File: config.mk
export PLATFORM = sky130hd
export DESIGN_NAME = sorted_list_insert_remove
export DESIGN_NICKNAME = d
export VERILOG_FILES = /design/src/hdl/sli_pkg.sv /design/src/hdl/sli_ram.sv /design/src/hdl/sli_cmp.sv /design/src/hdl/sli_ctrl.sv /design/src/hdl/sorted_list_insert_remove.sv
export SDC_FILE = /design/constraint.sdc
export NUM_CORES = 1
export LEC_CHECK = 0
export BUFFER_PORTS_ARGS = -buffer_cell sky130_fd_sc_hd__buf_2
export CELL_PAD_IN_SITES_DETAIL_PLACEMENT = 1
export CELL_PAD_IN_SITES_GLOBAL_PLACEMENT = 2
export CORE_MARGIN = 4
export CORE_UTILIZATION = 45
export DETAILED_ROUTE_END_ITERATION = 16
export PLACE_DENSITY_LB_ADDON = 0.1
export SLEW_MARGIN = 40
export SYNTH_ARGS = -nofsm -noshare
export SYNTH_HDL_FRONTEND = slang
export SYNTH_SLANG_ARGS = --single-unit
File: constraint.sdc
create_clock -name clk -period 5.15 [get_ports clk]
set_input_delay 0.2575 -clock clk [delete_from_list [all_inputs] [get_ports clk]]
set_output_delay 0.2575 -clock clk [all_outputs]
set_load 0.01 [all_outputs]
File: src/hdl/sli_pkg.sv
// Shared types and constants for the sorted list insert/remove block.
// No dependencies; imported by every module of the block except sli_ram.
package sli_pkg;

  localparam int SLI_CAPACITY = 16;
  localparam int DATA_W       = 32;
  localparam int COUNT_OUT_W  = 5;

  typedef enum logic {
    OP_INSERT = 1'b0,
    OP_REMOVE = 1'b1
  } op_t;

  typedef enum logic [1:0] {
    STAT_OK   = 2'd0,
    STAT_FULL = 2'd1,
    STAT_MISS = 2'd2
  } status_t;

  typedef enum logic [2:0] {
    S_IDLE,
    S_SRCH_RD,
    S_SRCH_CMP,
    S_SH_RD,
    S_SH_WR,
    S_PUT,
    S_DONE
  } state_t;

  // Result handed from the sequencer to the output register
  typedef struct packed {
    status_t                  status;
    logic [COUNT_OUT_W-1:0]   entry_count;
    logic signed [DATA_W-1:0] smallest;
    logic                     nonempty;
  } res_t;

endpackage

File: src/hdl/sli_ram.sv
// Generic single-write, single-read RAM with registered read data.
// No dependencies.
module sli_ram #(
  parameter int WIDTH = 32,
  parameter int DEPTH = 16
) (
  input  logic                     clk,
  input  logic                     we,
  input  logic [$clog2(DEPTH)-1:0] waddr,
  input  logic [WIDTH-1:0]         wdata,
  input  logic [$clog2(DEPTH)-1:0] raddr,
  output logic [WIDTH-1:0]         rdata
);

  logic [WIDTH-1:0] mem [DEPTH];

  // Write port and registered read port
  always_ff @(posedge clk) begin
    if (we) begin
      mem[waddr] <= wdata;
    end
    rdata <= mem[raddr];
  end

endmodule

File: src/hdl/sli_cmp.sv
// Shared signed comparator used by the search loop.
// Depends on sli_pkg for the data width.
module sli_cmp import sli_pkg::*; (
  input  logic signed [DATA_W-1:0] a,
  input  logic signed [DATA_W-1:0] b,
  output logic                     lt,
  output logic                     eq
);

  // Compare stored entry against the request value
  assign lt = (a < b);
  assign eq = (a == b);

endmodule

File: src/hdl/sli_ctrl.sv
// Sequencer for the sorted list: linear search, then shift entries one slot
// at a time through the list RAM. Depends on sli_pkg.
module sli_ctrl import sli_pkg::*; #(
  parameter int CAPACITY = SLI_CAPACITY
) (
  input  logic                        clk,
  input  logic                        rst_n,
  input  logic                        req_valid,
  input  op_t                         req_op,
  input  logic signed [DATA_W-1:0]    req_value,
  output logic                        busy,
  output logic                        res_valid,
  output res_t                        res,
  input  logic                        res_take,
  output logic                        mem_we,
  output logic [$clog2(CAPACITY)-1:0] mem_waddr,
  output logic [DATA_W-1:0]           mem_wdata,
  output logic [$clog2(CAPACITY)-1:0] mem_raddr,
  input  logic [DATA_W-1:0]           mem_rdata,
  output logic signed [DATA_W-1:0]    cmp_a,
  output logic signed [DATA_W-1:0]    cmp_b,
  input  logic                        cmp_lt,
  input  logic                        cmp_eq
);

  localparam int AW = $clog2(CAPACITY);
  localparam int CW = $clog2(CAPACITY + 1);

  state_t                   state_r, state_nxt;
  op_t                      op_r, op_nxt;
  logic signed [DATA_W-1:0] val_r, val_nxt;
  logic [CW-1:0]            count_r, count_nxt;
  logic [CW-1:0]            pos_r, pos_nxt;
  logic [CW-1:0]            ptr_r, ptr_nxt;
  logic signed [DATA_W-1:0] head_r, head_nxt;
  status_t                  status_r, status_nxt;
  logic [CW-1:0]            ptr_inc;
  logic [CW-1:0]            ptr_dec;
  logic [CW+COUNT_OUT_W-1:0] count_ext;

  assign ptr_inc = ptr_r + CW'(1);
  assign ptr_dec = ptr_r - CW'(1);

  // Feed the shared comparator: stored entry against request value
  assign cmp_a = signed'(mem_rdata);
  assign cmp_b = val_r;

  // Control and payload registers
  always_ff @(posedge clk) begin
    if (!rst_n) begin
      state_r <= S_IDLE;
      count_r <= '0;
    end else begin
      state_r <= state_nxt;
      count_r <= count_nxt;
    end
    op_r     <= op_nxt;
    val_r    <= val_nxt;
    pos_r    <= pos_nxt;
    ptr_r    <= ptr_nxt;
    head_r   <= head_nxt;
    status_r <= status_nxt;
  end

  // Next state, RAM control and bookkeeping
  always_comb begin
    state_nxt  = state_r;
    op_nxt     = op_r;
    val_nxt    = val_r;
    count_nxt  = count_r;
    pos_nxt    = pos_r;
    ptr_nxt    = ptr_r;
    status_nxt = status_r;
    mem_we     = 1'b0;
    mem_waddr  = ptr_r[AW-1:0];
    mem_wdata  = mem_rdata;
    mem_raddr  = ptr_r[AW-1:0];
    busy       = (state_r != S_IDLE);
    res_valid  = 1'b0;

    unique case (state_r)
      S_IDLE: begin
        if (req_valid) begin
          op_nxt     = req_op;
          val_nxt    = req_value;
          status_nxt = STAT_OK;
          ptr_nxt    = '0;
          if (req_op == OP_INSERT && count_r == CW'(CAPACITY)) begin
            status_nxt = STAT_FULL;
            state_nxt  = S_DONE;
          end else begin
            state_nxt = S_SRCH_RD;
          end
        end
      end
      S_SRCH_RD: begin
        // End of list reached: insert goes at the tail, remove misses
        if (ptr_r == count_r) begin
          pos_nxt = ptr_r;
          if (op_r == OP_INSERT) begin
            state_nxt = S_SH_RD;
          end else begin
            status_nxt = STAT_MISS;
            state_nxt  = S_DONE;
          end
        end else begin
          state_nxt = S_SRCH_CMP;
        end
      end
      S_SRCH_CMP: begin
        if (cmp_lt) begin
          ptr_nxt   = ptr_inc;
          state_nxt = S_SRCH_RD;
        end else begin
          pos_nxt = ptr_r;
          if (op_r == OP_INSERT) begin
            ptr_nxt   = count_r;
            state_nxt = S_SH_RD;
          end else if (cmp_eq) begin
            state_nxt = S_SH_RD;
          end else begin
            status_nxt = STAT_MISS;
            state_nxt  = S_DONE;
          end
        end
      end
      S_SH_RD: begin
        if (op_r == OP_INSERT) begin
          // Move entries up from the tail down to the insert slot
          if (ptr_r > pos_r) begin
            mem_raddr = ptr_dec[AW-1:0];
            state_nxt = S_SH_WR;
          end else begin
            state_nxt = S_PUT;
          end
        end else begin
          // Pull entries down over the removed slot
          if (ptr_inc < count_r) begin
            mem_raddr = ptr_inc[AW-1:0];
            state_nxt = S_SH_WR;
          end else begin
            count_nxt = count_r - CW'(1);
            state_nxt = S_DONE;
          end
        end
      end
      S_SH_WR: begin
        mem_we    = 1'b1;
        mem_waddr = ptr_r[AW-1:0];
        mem_wdata = mem_rdata;
        ptr_nxt   = (op_r == OP_INSERT) ? ptr_dec : ptr_inc;
        state_nxt = S_SH_RD;
      end
      S_PUT: begin
        mem_we    = 1'b1;
        mem_waddr = pos_r[AW-1:0];
        mem_wdata = val_r;
        count_nxt = count_r + CW'(1);
        state_nxt = S_DONE;
      end
      S_DONE: begin
        res_valid = 1'b1;
        if (res_take) begin
          state_nxt = S_IDLE;
        end
      end
      default: begin
        state_nxt = S_IDLE;
      end
    endcase
  end

  // Track the head entry on every write to slot zero
  always_comb begin
    head_nxt = head_r;
    if (mem_we && mem_waddr == '0) begin
      head_nxt = signed'(mem_wdata);
    end
  end

  // Build the result beat; count is truncated to the output field
  assign count_ext       = {{COUNT_OUT_W{1'b0}}, count_r};
  assign res.status      = status_r;
  assign res.entry_count = count_ext[COUNT_OUT_W-1:0];
  assign res.nonempty    = (count_r != '0);
  assign res.smallest    = (count_r != '0) ? head_r : '0;

endmodule

File: src/hdl/sorted_list_insert_remove.sv
// Sorted list insert/remove, top level: sequencer, list RAM, comparator and
// output register. Depends on sli_pkg, sli_ram, sli_cmp and sli_ctrl.
//
// Keeps up to CAPACITY signed 32-bit values in ascending order. Opcode 0
// inserts ahead of the first entry that is greater or equal; opcode 1 removes
// the first equal entry. Each request returns one beat with status, count,
// smallest entry and a nonempty flag. Requests are handled one at a time:
// the list lives in a single-write, single-read RAM with registered read
// and one shared comparator, so the search takes a read state and a compare
// state per entry passed and the shift a read state and a write state per
// entry moved. in_stall stays high from acceptance until the result has
// entered the output register, which holds it while out_stall is high.
module sorted_list_insert_remove import sli_pkg::*; #(
  parameter int CAPACITY = SLI_CAPACITY
) (
  input  logic                          clk,
  input  logic                          rst_n,
  input  logic                          in_valid,
  output logic                          in_stall,
  input  logic                          in_opcode,
  input  logic signed [DATA_W-1:0]      in_value,
  output logic                          out_valid,
  input  logic                          out_stall,
  output logic [1:0]                    out_status,
  output logic [COUNT_OUT_W-1:0]        out_entry_count,
  output logic signed [DATA_W-1:0]      out_smallest,
  output logic                          out_nonempty
);

  localparam int AW = $clog2(CAPACITY);
  localparam logic [COUNT_OUT_W-1:0] CAP_OUT = COUNT_OUT_W'(CAPACITY);

  logic                     busy;
  logic                     res_valid;
  logic                     res_take;
  res_t                     res;
  logic                     mem_we;
  logic [AW-1:0]            mem_waddr;
  logic [DATA_W-1:0]        mem_wdata;
  logic [AW-1:0]            mem_raddr;
  logic [DATA_W-1:0]        mem_rdata;
  logic signed [DATA_W-1:0] cmp_a;
  logic signed [DATA_W-1:0] cmp_b;
  logic                     cmp_lt;
  logic                     cmp_eq;
  logic                     out_valid_r, out_valid_nxt;
  res_t                     out_res_r;

  sli_ctrl #(
    .CAPACITY (CAPACITY)
  ) u_ctrl (
    .clk       (clk),
    .rst_n     (rst_n),
    .req_valid (in_valid),
    .req_op    (op_t'(in_opcode)),
    .req_value (in_value),
    .busy      (busy),
    .res_valid (res_valid),
    .res       (res),
    .res_take  (res_take),
    .mem_we    (mem_we),
    .mem_waddr (mem_waddr),
    .mem_wdata (mem_wdata),
    .mem_raddr (mem_raddr),
    .mem_rdata (mem_rdata),
    .cmp_a     (cmp_a),
    .cmp_b     (cmp_b),
    .cmp_lt    (cmp_lt),
    .cmp_eq    (cmp_eq)
  );

  sli_ram #(
    .WIDTH (DATA_W),
    .DEPTH (CAPACITY)
  ) u_ram (
    .clk   (clk),
    .we    (mem_we),
    .waddr (mem_waddr),
    .wdata (mem_wdata),
    .raddr (mem_raddr),
    .rdata (mem_rdata)
  );

  sli_cmp u_cmp (
    .a  (cmp_a),
    .b  (cmp_b),
    .lt (cmp_lt),
    .eq (cmp_eq)
  );

  assign in_stall = busy;

  // Load the output register when it is empty or being drained
  assign res_take      = res_valid && (!out_valid_r || !out_stall);
  assign out_valid_nxt = res_take || (out_valid_r && out_stall);

  always_ff @(posedge clk) begin
    if (!rst_n) begin
      out_valid_r <= 1'b0;
    end else begin
      out_valid_r <= out_valid_nxt;
    end
    if (res_take) begin
      out_res_r <= res;
    end
  end

  assign out_valid       = out_valid_r;
  assign out_status      = out_res_r.status;
  assign out_entry_count = out_res_r.entry_count;
  assign out_smallest    = out_res_r.smallest;
  assign out_nonempty    = out_res_r.nonempty;

  // A dropped insert is only reported with the list at capacity
  a_full_count: assert property (@(posedge clk) disable iff (!rst_n)
    out_valid && out_status == STAT_FULL |-> out_entry_count == CAP_OUT)
    else $error("full status with list below capacity");

  // An empty list reports zero as its smallest entry
  a_empty_zero: assert property (@(posedge clk) disable iff (!rst_n)
    out_valid && !out_nonempty |-> out_smallest == '0)
    else $error("empty list with nonzero smallest");

  // The block is busy right after taking a request
  a_busy_after_accept: assert property (@(posedge clk) disable iff (!rst_n)
    in_valid && !in_stall |=> in_stall)
    else $error("request accepted without going busy");

  // A new result never overwrites one still held by a stalled consumer
  a_no_overwrite: assert property (@(posedge clk) disable iff (!rst_n)
    out_valid && out_stall |-> !res_take)
    else $error("output register overwritten while stalled");

endmodule

; ---- Yosys cells after proc, flatten, opt, wreduce, memory -nomap -nowiden
; Memory sizes are Yosys's and may differ from the RTL's. A register that Yosys moved wholly into a read port is not among the register bits.
; Cells that the tools add are included.
[word_totals]
reg_bits = 126
ram_bits = 512
input_bits = 37
out_inout_bits = 42
elab_cells = 105
memories = 1
[memory_table]
columns = name, depth, word_bits, read_ports, rd_ports_with_merged_regs, write_ports, line
row1 = u_ram.mem, 16, 32, 1, 1, 1, sli_ram.sv:15  ; logic [WIDTH-1:0] mem [DEPTH];
[op_classes]
n_addsub = 4
order_cmp = 3
n_eq_ne = 19
muxes = 41
n_bitwise = 1
reduce_logical = 23
[ops]
columns = operator, count
row1 = $mux 5, 8
row2 = $eq 32x32->1, 1
row3 = $lt 32x32->1, 1
row4 = $mux 32, 1
row5 = $mux 3, 9
row6 = $pmux 3 s7, 1
row7 = $mux 4, 5
row8 = $pmux 5 s2, 2
row9 = $pmux 5 s3, 1
row10 = $mux 2, 7
row11 = $add 5x1->5 const B, 2
row12 = $ne 2x2->1 const B, 5
row13 = $sub 5x1->5 const B, 2
row14 = $eq 3x3->1 const B, 3
row15 = $reduce_and 3->1, 3
row16 = $reduce_bool 3->1, 3
row17 = $ne 2x1->1 const B, 4
row18 = $reduce_and 7->1, 1
row19 = $eq 3x2->1 const B, 2
row20 = $mux 1, 6
row21 = $pmux 2 s3, 1
row22 = $eq 5x5->1, 1
row23 = $eq 5x5->1 const B, 1
row24 = $gt 5x5->1, 1
row25 = 13 further kinds, 20

; ---- Depth between registers and ports, before layout
[depth]
depth_word = 5
mapped_depth = 14
mapped_depth_nobuf = 11

; ---- Cells and area by module
; From an unflattened synthesis, not the netlist that was laid out.
[hier_totals]
hier_cells = 1459
area_unflattened_um2 = 26600.5
[modules_own_cells]
columns = mod, instances, cells_each, area_per_inst_um2, seq_area_each_um2
row1 = sli_ram, 1, 838, 19835.3, 16015.4
row2 = sli_ctrl, 1, 464, 4710.8, 2472.4
row3 = sorted_list_insert_remove, 1, 44, 1239.9, 1221.2
row4 = sli_cmp, 1, 113, 814.5, 0.0

; ---- Worst setup path after synthesis
; OpenSTA, ideal clock, no wires.
[synth_path]
path_type = register to register
start = reg u_ctrl.ptr_r[1]
end = reg u_ram.rdata[10] (read register of u_ram.mem)
setup_ns = 0.120
arrival_ns = 3.420
required_ns = 5.030
path_slack_ns = 1.610
path_stages_with_launch = 15
n_path_buf = 3
synth_period_minus_slack_ns = 3.540
path_cell_list = edfxtp_1 > clkbuf_1 > inv_1 > ha_1 > ha_1 > nor2b_1 > o2111a_1 > nor3_1 > o21ai_1 > xnor2_1 > buf_2 > buf_2 > mux4_1 > a22oi_1 > nand2_1
[synth_between]
elab_chain_len = 5
elab_cells_between_ends = 8
cone_classes = add/sub: 2 / order compare: 2 / mux: 4
[synth_lines]
columns = element, line
row1 = "start, declared", sli_ctrl.sv:34  ; logic [CW-1:0] ptr_r, ptr_nxt;
row2 = "start signal, assigned", sli_ctrl.sv:60  ; ptr_r <= ptr_nxt;
row3 = $add 5x1->5, sli_ctrl.sv:41  ; assign ptr_inc = ptr_r + CW'(1);
row4 = $lt 5x5->1, sli_ctrl.sv:138  ; if (ptr_inc < count_r) begin
row5 = $mux 4, sli_ctrl.sv:138
row6 = $mux 4, sli_ctrl.sv:128  ; if (op_r == OP_INSERT) begin
row7 = $mux 4 (*), sli_ctrl.sv:81  ; unique case (state_r)
row8 = "end, declared", sli_ram.sv:12  ; output logic [WIDTH-1:0] rdata
; Mark *: on every way between the ends. The rest lies on a longest branch, timed or not.
; A chain may end at the register's enable or synchronous reset.

; ---- Worst setup path in the final report
[layout_path]
start = reg u_ctrl.ptr_r[0]
end = reg u_ram.rdata[26] (read register of u_ram.mem)
; The elaborated chain is that of the path after synthesis.

==> metrics.txt <==
Die ar.=60,380 um^2; async set or reset register ratio after synthesis=0%; Clock Path Buffers=3; die height=245.7 um; Detailed Route Iter0 Violations=1,012; fin nets=1,658; clk slew on worst S/H paths=0.06 ns; worst flop-to-flop path endpoint=u_ram.rdata[26]$_DFF_P_; vias in the first global route=14,290; CP dominant cell by count=ha_1; share of layout cells above drive strength 1=24.25%; post-synthesis sequential area ratio=73.72%; Slowest cell on crit path=mux4_1; antenna viol nets, final=0; Least-Margin Pin Slew=0.8172 ns; FP Rows=86; Hold Crit Class=in2reg; Tcrit/Tclk final=83.32%; Design Area, Final=30,080 um^2; Rel. slew slack=45.39%; Via density=5.620; Reg-to-Reg Start=u_ctrl.ptr_r[0]$_DFFE_PP_; CP Capture Type=register; Yosys cell types=61; clock sinks=638; Final Hold Vio Count=0; instance count on the critical path=12; status=finished clean; total core area=55,520 um^2; met3 wire length=2.662 mm; EDFF count, synth=597; CTS tree=built; RD Place Congestion=0.7524; DR top layer=met4; hold depth=2; antenna violations before repair=1; DRC=0; commonest non-fill, non-tap cell in the layout=edfxtp_1; CTS Buf Count=69; warnings from Yosys=0; Max Cap Viol=0; worst reg2reg path depth=12; postcts setup bufs=0; Clock Latency Late Sink=0.61 ns; CP max FO=45; routed wire length=63.57 mm; WL met1=27.75 mm; worst clock skew=0.01756 ns; post-synthesis cell count=1,369; routed wl met2=32.12 mm; largest net degree at the start of global routing=65; root buffer cell=clkbuf_16; DP HPWL=37.91 mm; wire per inst=26.74 um; Post-Syn Nets=1,454; Leak=10.34 nW; most frequent cells in the layout=597 x edfxtp_1, 98 x mux4_2, 87 x nand2_1; Mapped Avg Cell Area=18.58 um^2; H-tree levels=3; crit path buf inv count=2; first-pass GRT wire length=94.48 mm; Layout area overhead=18.27%; setup ws final=0.8588 ns; Req. time, crit path=5.63 ns; Worst VDD drop=0.4806 mV; GR Util All Layers=21.30%; setup TNS=0 ns; initial core utilization=45.80%; PortBufs=78; crit path cell chain=inv_1 -> ha_1 -> ha_1 -> nor2b_1 -> o2111a_1 -> nor3_1 -> o21ai_1 -> xnor2_2 -> buf_12 -> mux4_1 -> a22oi_1 -> nand2_1; maximum clock rate=233.0 MHz; Worst Hold Launch=out_stall; CP Class=reg2reg; Critical Path Max Stage Delay=0.61 ns; crit path DAT=4.77 ns; max-slew violation count=0; Yosys reg bits=638; IO Pins=79; Finish-stage setup viols=0; Worst Hold Endpoint=out_smallest[2]$_SDFFCE_PN0P_; TritonRoute pass-1 iters=5; Placement Setup Slack=0.9142 ns; # diodes=0; Tmin final=4.291 ns; PD cells=595.5 nW/um^2; Vias=13,360; Critical Path Source Type=register; Crit path max-delay family=buffers and inverters; ys flop type=edfxtp_1; dpl cell area=27,470 um^2; Overflow after GRT=0; Syn Std Cell Area=25,430 um^2; RSZ-0062 raised after global routing=false; flop2flop setup slack=0.86 ns; Die X=245.7 um
what timing repair did:
item / 4_1_cts / 5_1_grt
hold buffers: 35 / 0
gates resized for setup: 0 / 0
hold endpoints to repair: 40 / 0
power by group:
| part | leakage [nW] | internal, mW | switching, mW |
|---|---|---|---|
| combinational | 3.47 | 2.43 | 3.47 |
| clock | 1.10 | 2.88 | 2.04 |
| sequential | 5.77 | 6.80 | 0.300 |
synthesized netlist by cell type, drive strengths merged (15+ instances only):
| cell | instances | share of area (%) |
|---|---|---|
| edfxtp | 597 | 70 |
| mux4 | 128 | 12 |
| nand2 | 87 | 1.3 |
| a22oi | 65 | 1.9 |
| nor2 | 52 | 0.77 |
| o21ai | 49 | 0.98 |
| inv | 48 | 0.71 |
| ha | 47 | 2.3 |
| dfxtp | 41 | 3.2 |
| buf | 38 | 1.0 |
| nor2b | 37 | 0.91 |
| a21oi | 25 | 0.51 |
| clkbuf | 25 | 0.38 |
| nor3 | 15 | 0.30 |
sequential cells by signal, summed over array words and instances (netlist names):
name	cells
out_entry_count	5
out_nonempty	1
out_smallest	32
out_status	2
out_valid	1
u_ctrl.cmp_b	32
u_ctrl.count_r	5
u_ctrl.op_r	1
u_ctrl.pos_r	5
u_ctrl.ptr_r	5
u_ctrl.state_r	3
u_ctrl.status_r	2
u_ram.mem	512
u_ram.rdata	32
worst max path at each step:
stage,slack [ns],startpoint,endpoint
global placement,0.94,u_ctrl.ptr_r[1]$_DFFE_PP_,u_ram.rdata[6]$_DFF_P_
floorplan,1.61,u_ctrl.ptr_r[1]$_DFFE_PP_,u_ram.rdata[10]$_DFF_P_
CTS,0.86,u_ctrl.ptr_r[0]$_DFFE_PP_,u_ram.rdata[6]$_DFF_P_
detailed placement,0.91,u_ctrl.ptr_r[0]$_DFFE_PP_,u_ram.rdata[6]$_DFF_P_
global route,0.54,u_ctrl.ptr_r[0]$_DFFE_PP_,u_ram.rdata[27]$_DFF_P_
finish,0.86,u_ctrl.ptr_r[0]$_DFFE_PP_,u_ram.rdata[26]$_DFF_P_
area by class of cell:
class,instances,area (um^2)
inverters,49,183.9
fillers,5014,25450
clock inverters,35,390.4
clock buffers,92,1864
repair buffers,196,1609
flip-flops and latches,638,18750
well taps,748,935.9
multi-input cells,619,6346
metrics by stage:
stage          power (mW)  std cells  hold slack, ns  utilization [%]
4_1_cts             18.15       2377         0.01926            54.16
3_3_place_gp        13.00       2205          0.4121            49.10
6_report            17.91       2377         0.04794            54.17
3_5_place_dp        13.16       2215          0.4258            49.47
5_1_grt             18.86       2377         0.03595            54.17
2_1_floorplan       11.20       1369          0.3564                -
metal layers:
layer	GRT usage [%]	vias to the layer above
li1	-	5930
met1	29.35	7052
met2	36.56	303
met3	3.282	74
met4	4.305	0
met5	0	-
cells by family (layout without fill, tap and decap cells):
| family | Yosys count | in the layout | synth area share [%] |
|---|---|---|---|
| AOI/OAI and AO/OA | 195 | 195 | 5.131 |
| xor gates and xnor gates | 17 | 17 | 0.5854 |
| adders and majority gates | 48 | 48 | 2.391 |
| buffers and inverters | 112 | 372 | 2.120 |
| DFF | 638 | 638 | 73.72 |
| muxes | 130 | 130 | 11.86 |
| and+or+nand+nor | 229 | 229 | 4.197 |
Power figures use the tool's default switching activity.
